==> config.mk <==
export PLATFORM = sky130hd
export DESIGN_NAME = utf8_stream_decoder_core_flat
export DESIGN_NICKNAME = d
export VERILOG_FILES = /design/src/utf8dec_pkg.sv /design/src/utf8dec_in_if.sv /design/src/utf8dec_out_if.sv /design/src/utf8dec_step.sv /design/src/utf8_stream_decoder_core.sv /design/src/flat_wrapper.sv
export VERILOG_INCLUDE_DIRS = /design/src /design/src/src
export SDC_FILE = /design/constraint.sdc
export NUM_CORES = 1
export LEC_CHECK = 0
export ABC_AREA = 1
export BUFFER_PORTS_ARGS = -buffer_cell sky130_fd_sc_hd__buf_4
export CAP_MARGIN = 20
export CORE_MARGIN = 2
export CORE_UTILIZATION = 45
export CTS_CLUSTER_SIZE = 16
export DETAILED_ROUTE_END_ITERATION = 10
export PLACE_DENSITY = 0.69
export RECOVER_POWER = 100
export SETUP_SLACK_MARGIN = 0.02
export SLEW_MARGIN = 20
export SYNTH_ARGS = -nofsm -noshare
export SYNTH_HDL_FRONTEND = slang
export SYNTH_HIERARCHICAL = 1
export SYNTH_SLANG_ARGS = --single-unit
==> constraint.sdc <==
create_clock -name clk -period 4.12 [get_ports clk]
set_input_delay 0.824 -clock clk [delete_from_list [all_inputs] [get_ports clk]]
set_output_delay 0.824 -clock clk [all_outputs]
set_load 0.01 [all_outputs]
==> src/utf8_stream_decoder_core_macros.svh <==
// Assertion macros used by the decoder core.
// Each macro expects signals named clk and rst in the scope of its use.
`ifndef UTF8_STREAM_DECODER_CORE_MACROS_SVH
`define UTF8_STREAM_DECODER_CORE_MACROS_SVH

// Checks that a condition implies a consequence in the same cycle.
`define UTF8DEC_ASSERT_NOW(lbl, ante, cons, msg) \
  lbl: assert property (@(posedge clk) disable iff (rst) (ante) |-> (cons)) \
    else $error(msg);

// Checks that a condition implies a consequence in the next cycle.
`define UTF8DEC_ASSERT_NEXT(lbl, ante, cons, msg) \
  lbl: assert property (@(posedge clk) disable iff (rst) (ante) |=> (cons)) \
    else $error(msg);

`endif

==> src/utf8dec_pkg.sv <==
`default_nettype none

package utf8dec_pkg;

  localparam int BYTE_W = 8;
  localparam int CP_W   = 21;
  localparam int PEND_W = 2;

  // Replacement character for malformed input.
  localparam logic [CP_W-1:0] CP_REPLACEMENT = CP_W'(32'hFFFD);

  // Lead and continuation byte classification masks.
  localparam logic [BYTE_W-1:0] ASCII_MASK = 8'h80;
  localparam logic [BYTE_W-1:0] LEAD2_MASK = 8'hE0;
  localparam logic [BYTE_W-1:0] LEAD2_CODE = 8'hC0;
  localparam logic [BYTE_W-1:0] LEAD2_BITS = 8'h1F;
  localparam logic [BYTE_W-1:0] LEAD3_MASK = 8'hF0;
  localparam logic [BYTE_W-1:0] LEAD3_CODE = 8'hE0;
  localparam logic [BYTE_W-1:0] LEAD3_BITS = 8'h0F;
  localparam logic [BYTE_W-1:0] LEAD4_MASK = 8'hF8;
  localparam logic [BYTE_W-1:0] LEAD4_CODE = 8'hF0;
  localparam logic [BYTE_W-1:0] LEAD4_BITS = 8'h07;
  localparam logic [BYTE_W-1:0] CONT_MASK  = 8'hC0;
  localparam logic [BYTE_W-1:0] CONT_CODE  = 8'h80;
  localparam logic [BYTE_W-1:0] CONT_BITS  = 8'h3F;

  // Number of results one byte produces.
  typedef enum logic [1:0] {
    RES_NONE = 2'd0,
    RES_ONE  = 2'd1,
    RES_TWO  = 2'd2
  } res_count_t;

  typedef struct packed {
    logic [CP_W-1:0] code_point;
    logic            run_last;
    logic            text_done;
  } result_t;

  // What the decode step hands to the result queue.
  typedef struct packed {
    res_count_t n_res;
    result_t    res0;
    result_t    res1;
  } step_t;

endpackage

`default_nettype wire

==> src/utf8dec_in_if.sv <==
`default_nettype none

interface utf8dec_in_if import utf8dec_pkg::*; ();
  logic              valid;
  logic              ready;
  logic [BYTE_W-1:0] text_byte;
  logic              text_last;

  modport source (output valid, output text_byte, output text_last, input ready);
  modport sink   (input valid, input text_byte, input text_last, output ready);
endinterface

`default_nettype wire

==> src/utf8dec_out_if.sv <==
`default_nettype none

interface utf8dec_out_if import utf8dec_pkg::*; ();
  logic            valid;
  logic            ready;
  logic [CP_W-1:0] code_point;
  logic            run_last;
  logic            text_done;

  modport source (output valid, output code_point, output run_last, output text_done,
                  input ready);
  modport sink   (input valid, input code_point, input run_last, input text_done,
                  output ready);
endinterface

`default_nettype wire

==> src/utf8dec_step.sv <==
`default_nettype none

module utf8dec_step import utf8dec_pkg::*; (
  input  wire logic [BYTE_W-1:0] text_byte,
  input  wire logic              text_last,
  input  wire logic [PEND_W-1:0] pend,
  input  wire logic [CP_W-1:0]   partial,
  output logic      [PEND_W-1:0] pend_next,
  output logic      [CP_W-1:0]   partial_next,
  output step_t                  step
);

  logic              lead_emit;
  logic [CP_W-1:0]   lead_cp;
  logic [PEND_W-1:0] lead_pend;
  logic [CP_W-1:0]   lead_part;
  logic              is_cont;
  logic [CP_W-1:0]   cont_part;
  logic [PEND_W-1:0] cont_pend;
  result_t           blank;

  // Decode the word as a lead byte from a fresh state.
  always_comb begin
    lead_emit = 1'b0;
    lead_cp   = CP_REPLACEMENT;
    lead_pend = '0;
    lead_part = '0;
    priority if ((text_byte & ASCII_MASK) == '0) begin
      lead_emit = 1'b1;
      lead_cp   = CP_W'(text_byte);
    end else if ((text_byte & LEAD2_MASK) == LEAD2_CODE) begin
      lead_pend = PEND_W'(1);
      lead_part = CP_W'(text_byte & LEAD2_BITS);
    end else if ((text_byte & LEAD3_MASK) == LEAD3_CODE) begin
      lead_pend = PEND_W'(2);
      lead_part = CP_W'(text_byte & LEAD3_BITS);
    end else if ((text_byte & LEAD4_MASK) == LEAD4_CODE) begin
      lead_pend = PEND_W'(3);
      lead_part = CP_W'(text_byte & LEAD4_BITS);
    end else begin
      lead_emit = 1'b1;
      lead_cp   = CP_REPLACEMENT;
    end
    // A multi-byte lead at the end of the text emits what it holds.
    if (!lead_emit && text_last) begin
      lead_emit = 1'b1;
      lead_cp   = lead_part;
    end
  end

  // Continuation path: shift six more bits into the partial code point.
  assign is_cont   = (text_byte & CONT_MASK) == CONT_CODE;
  assign cont_part = {partial[CP_W-7:0], 6'(text_byte & CONT_BITS)};
  assign cont_pend = pend - PEND_W'(1);

  assign blank = '{code_point: '0, run_last: 1'b0, text_done: 1'b0};

  // Select the results and the next state.
  always_comb begin
    step.n_res   = RES_NONE;
    step.res0    = blank;
    step.res1    = blank;
    pend_next    = pend;
    partial_next = partial;
    priority if (pend == '0) begin
      pend_next    = lead_pend;
      partial_next = lead_part;
      if (lead_emit) begin
        step.n_res = RES_ONE;
        step.res0  = '{code_point: lead_cp, run_last: 1'b1, text_done: text_last};
      end
    end else if (is_cont) begin
      pend_next    = cont_pend;
      partial_next = cont_part;
      if (cont_pend == '0 || text_last) begin
        step.n_res = RES_ONE;
        step.res0  = '{code_point: cont_part, run_last: 1'b1, text_done: text_last};
      end
    end else begin
      // Bad continuation: replace the sequence, then take the word as a lead.
      pend_next    = lead_pend;
      partial_next = lead_part;
      if (lead_emit) begin
        step.n_res = RES_TWO;
        step.res0  = '{code_point: CP_REPLACEMENT, run_last: 1'b0, text_done: 1'b0};
        step.res1  = '{code_point: lead_cp, run_last: 1'b1, text_done: text_last};
      end else begin
        step.n_res = RES_ONE;
        step.res0  = '{code_point: CP_REPLACEMENT, run_last: 1'b1, text_done: text_last};
      end
    end
    // The end of a text always leaves a fresh state.
    if (text_last) begin
      pend_next    = '0;
      partial_next = '0;
    end
  end

endmodule

`default_nettype wire

==> src/utf8_stream_decoder_core.sv <==
// UTF-8 stream decoder.
// The text channel carries one byte of UTF-8 text per word, with text_last
// marking the final byte of a text. The result channel carries decoded code
// points; malformed input yields U+FFFD, and a byte that breaks a pending
// sequence yields U+FFFD followed by its own decode (run_last marks the last
// result of a byte, text_done the final result of a text).
// A byte is decoded in the cycle it is accepted and its results are written
// into a three-entry result queue, from which they are offered. The block
// accepts one byte per cycle as long as the result side keeps up; the queue
// admits a byte while it holds at most one result, so a byte with two
// results holds off the next byte until a result is popped.
// When the receiver stalls, results wait in the queue and text ready drops
// once two or more are held. Synchronous reset empties the queue and clears
// the pending count and partial code point.
`default_nettype none
`include "utf8_stream_decoder_core_macros.svh"

module utf8_stream_decoder_core import utf8dec_pkg::*; (
  input  wire logic   clk,
  input  wire logic   rst,
  utf8dec_in_if.sink  text,
  utf8dec_out_if.source result
);

  localparam int QDEPTH = 3;
  localparam int QIDX_W = $clog2(QDEPTH);
  localparam int QCNT_W = $clog2(QDEPTH + 1);

  logic [PEND_W-1:0] pend;
  logic [PEND_W-1:0] pend_next;
  logic [CP_W-1:0]   partial;
  logic [CP_W-1:0]   partial_next;
  step_t             step;

  result_t           queue [QDEPTH];
  logic [QIDX_W-1:0] wr_ptr;
  logic [QIDX_W-1:0] wr_ptr_next;
  logic [QIDX_W-1:0] wr_ptr_plus1;
  logic [QIDX_W-1:0] rd_ptr;
  logic [QCNT_W-1:0] count;
  logic [QCNT_W-1:0] count_next;
  logic [QCNT_W-1:0] n_push;
  logic              push;
  logic              pop;

  function automatic logic [QIDX_W-1:0] ptr_inc(input logic [QIDX_W-1:0] p);
    ptr_inc = (p == QIDX_W'(QDEPTH - 1)) ? '0 : p + QIDX_W'(1);
  endfunction

  utf8dec_step u_step (
    .text_byte    (text.text_byte),
    .text_last    (text.text_last),
    .pend         (pend),
    .partial      (partial),
    .pend_next    (pend_next),
    .partial_next (partial_next),
    .step         (step)
  );

  // Handshakes: room for two results lets any byte in.
  assign text.ready = (count <= QCNT_W'(QDEPTH - 2));
  assign push       = text.valid && text.ready;
  assign pop        = result.valid && result.ready;

  assign n_push       = push ? QCNT_W'(step.n_res) : '0;
  assign count_next   = count + n_push - QCNT_W'(pop);
  assign wr_ptr_plus1 = ptr_inc(wr_ptr);

  always_comb begin
    unique case (step.n_res)
      RES_ONE: wr_ptr_next = push ? wr_ptr_plus1 : wr_ptr;
      RES_TWO: wr_ptr_next = push ? ptr_inc(wr_ptr_plus1) : wr_ptr;
      default: wr_ptr_next = wr_ptr;
    endcase
  end

  // Decoder state and queue control.
  always_ff @(posedge clk) begin
    if (rst) begin
      pend    <= '0;
      partial <= '0;
      wr_ptr  <= '0;
      rd_ptr  <= '0;
      count   <= '0;
    end else begin
      if (push) begin
        pend    <= pend_next;
        partial <= partial_next;
      end
      wr_ptr <= wr_ptr_next;
      count  <= count_next;
      if (pop) begin
        rd_ptr <= ptr_inc(rd_ptr);
      end
    end
  end

  // Result storage.
  always_ff @(posedge clk) begin
    if (push && step.n_res != RES_NONE) begin
      queue[wr_ptr] <= step.res0;
    end
    if (push && step.n_res == RES_TWO) begin
      queue[wr_ptr_plus1] <= step.res1;
    end
  end

  assign result.valid      = (count != '0);
  assign result.code_point = queue[rd_ptr].code_point;
  assign result.run_last   = queue[rd_ptr].run_last;
  assign result.text_done  = queue[rd_ptr].text_done;

  // Checks.
  `UTF8DEC_ASSERT_NOW(a_done_is_run_last, result.valid && result.text_done,
    result.run_last, "text_done result is not the last of its byte")
  `UTF8DEC_ASSERT_NEXT(a_last_clears_state, push && text.text_last,
    pend == '0 && partial == '0, "state not cleared after end of text")
  `UTF8DEC_ASSERT_NEXT(a_count_tracks, 1'b1,
    count == $past(count) + $past(n_push) - QCNT_W'($past(pop)),
    "queue count does not match pushes and pops")
  `UTF8DEC_ASSERT_NOW(a_count_bound, 1'b1, count <= QCNT_W'(QDEPTH),
    "result queue overflow")

endmodule

`default_nettype wire

==> src/flat_wrapper.sv <==
// flat-port wrapper written by rule: the top's interface ports become plain ports
module utf8_stream_decoder_core_flat import utf8dec_pkg::*;
  (clk, rst, text_valid, text_text_byte, text_text_last, text_ready, result_valid, result_code_point, result_run_last, result_text_done, result_ready);
  utf8dec_in_if text_i ();
  utf8dec_out_if result_i ();
  input  wire logic clk;
  input  wire logic rst;
  input wire logic [$bits(text_i.valid)-1:0] text_valid;
  input wire logic [$bits(text_i.text_byte)-1:0] text_text_byte;
  input wire logic [$bits(text_i.text_last)-1:0] text_text_last;
  output wire logic [$bits(text_i.ready)-1:0] text_ready;
  output wire logic [$bits(result_i.valid)-1:0] result_valid;
  output wire logic [$bits(result_i.code_point)-1:0] result_code_point;
  output wire logic [$bits(result_i.run_last)-1:0] result_run_last;
  output wire logic [$bits(result_i.text_done)-1:0] result_text_done;
  input wire logic [$bits(result_i.ready)-1:0] result_ready;
  assign text_i.valid = text_valid;
  assign text_i.text_byte = text_text_byte;
  assign text_i.text_last = text_text_last;
  assign text_ready = text_i.ready;
  assign result_valid = result_i.valid;
  assign result_code_point = result_i.code_point;
  assign result_run_last = result_i.run_last;
  assign result_text_done = result_i.text_done;
  assign result_i.ready = result_ready;
  utf8_stream_decoder_core u_core (.clk(clk), .rst(rst), .text(text_i), .result(result_i));
endmodule
==> metrics.yaml <==
route:
  wire_per_inst_um: 14.48
  vias_per_cell: 5.248
  wl_um: 11920
  first_pass_iters: 6
  detail-route-antenna-nets: 0
  vias: 4319
  drt_iter0_drc: 269
  drc: 0
sta:
  worst_pin_slew_ns: 0.7853
  fin_setup_tns_ns: 0
  setup_slack_ns: 0.6278
  hold_viol: 0
  period_share: 0.8476
  max_freq_mhz: 286.4
  min_period_ns: 3.492
  slew_headroom: 0.4759
  holdWs_ns: 0.4853
  fin_skew_ns: 0.004509
  drv_slew: 0
  setup_viol: 0
  rsz0062_at_grt: "false"
floorplan:
  num_rows: 40
  start_util: 0.4590
  die_h_um: 114.2
  core_sq_um: 11910
  ios: 38
  die_w_um: 114.2
  fp.dieArea_sq_um: 13050
synthesis:
  syn-cell-area_sq_um: 5468
  syn_inst: 660
  yosysWarnings: 6
  syn-mean-instance-area_sq_um: 8.284
global_routing:
  overflow: 0
  grt_util_met3: 0.03812
  track_usage: 0.1919
  grt_max_degree: 47
  grtUsageMet2: 0.3250
  gr-usage-met1: 0.2482
  grt_pass1_vias: 4110
  grt_pass1_wl_um: 19620
  antenna_found_initial: 0
  grt-busiest-layer: "met2"
cts:
  tritoncts: "yes"
  ctsHtreeMaxLevel: 3
  cts.path.max_buffers: 2
  cts_buffers: 9
  cts.sinks: 94
  cts-resized-gates: 0
  cts_hold_buf: 0
  clkLatencyLatePin_ns: 0.34
  cts_root_buf: "clkbuf_16"
  post_cts_buffers: 0
  cts.reportedPaths.clkPinSlew_ns: 0.06
placed_design:
  post-dp-hpwl_um: 8378
  post-place-ws_ns: 0.8286
  placed_cells: 807
  gp_congestion: 0.9506
  portBuffers: 37
cells_and_area:
  layout_common_cells: "131 x nand2_1, 98 x nor2_1, 85 x o21ai_0"
  area_delta_synth_final_pct: 4.737
  antennaDiodeCount: 0
  layout_commonest_cell: "nand2_1"
  nets: 688
  drive_above_1_share: 0.1169
  fin_cells: 823
  fin_util: 0.4808
  num-fill-cells: 1168
worst_setup_path:
  cp-end-kind: "flip-flop"
  cp_top_family: "buffers and inverters"
  startpoint_type: "flip-flop"
  critical_path.max_stage_delay_ns: 0.57
  worst-path-max-fanout: 22
  worstPathCellList: "inv_1, ha_1, inv_1, nand2_2, inv_2, nand2_2, nand3b_1, o21ai_0, o21ai_2, clkbuf_2"
  crit_slowest_cell: "inv_1"
  crit_type: "flip-flop to flip-flop"
  critPathRequiredTime_ns: 4.11
  cp.arrival_ns: 3.49
  path_buf_inv: 4
min_path:
  hold_class: "flip-flop to flip-flop"
power_and_ir_drop:
  powerDensity_nw_per_um2: 609.3
  vdd.ir_drop.worst_mv: 0.2961
  p_leak_uw: 0.002286
job:
  maxCapViolations: 0
status:
  outcome: "completed"
## state kept, by name (all words and copies together), names as in the netlist, named ones only
name,cells
u_core/partial,15
u_core/rd_ptr,2
u_core/count,2
u_core/pend,2
u_core/queue,69
u_core/wr_ptr,2
## power by group
part / switching (uW) / internal, uW
combinational: 900 / 413
clock: 348 / 474
sequential: 69.2 / 1280
## worst min-delay path, cell delays in order, from the launching register on
cell and delay, ns:
dfxtp_1 0.33, nor2_1 0.05, nor2_1 0.08
## through the flow
step	instance area, sq um	power (uW)
floorplan	5483	2389
CTS	5959	3694
global route	5727	3743
finish	5727	3490
global placement	5660	2824
detailed placement	5660	2872
## layer usage
layer / up-vias / wire length (um)
met5: - / 0
met3: 10 / 673
met1: 2001 / 5425
met4: 0 / 129
li1: 2164 / -
met2: 144 / 5687
## layout make-up
class / instances / area, sq um / area share
Sequential cell: 94 / 2572 / 0.4492
Clock buffer: 10 / 229.0 / 0.03998
Multi-Input combinational cell: 452 / 2161 / 0.3773
Timing Repair Buffer: 46 / 254.0 / 0.04435
Clock inverter: 6 / 70.07 / 0.01224
Tap cell: 147 / 183.9 / 0.03212
Inverter: 68 / 256.5 / 0.04479
## path summary, 6_finish.rpt
path | cells after the start | start | end | slack (ns)
setup / recovery | 10 | u_core/pend[0]$_SDFFE_PP0N_ | u_core/queue[2][9]$_DFFE_PP_ | 0.63
hold / removal | 2 | u_core/partial[11]$_SDFFE_PP0N_ | u_core/partial[11]$_SDFFE_PP0N_ | 0.49
setup reg to reg | 10 | u_core/pend[0]$_SDFFE_PP0N_ | u_core/queue[2][9]$_DFFE_PP_ | 0.63
hold reg to reg | 2 | u_core/partial[11]$_SDFFE_PP0N_ | u_core/partial[11]$_SDFFE_PP0N_ | 0.49
No activity file was read; power rests on OpenSTA's default activity.
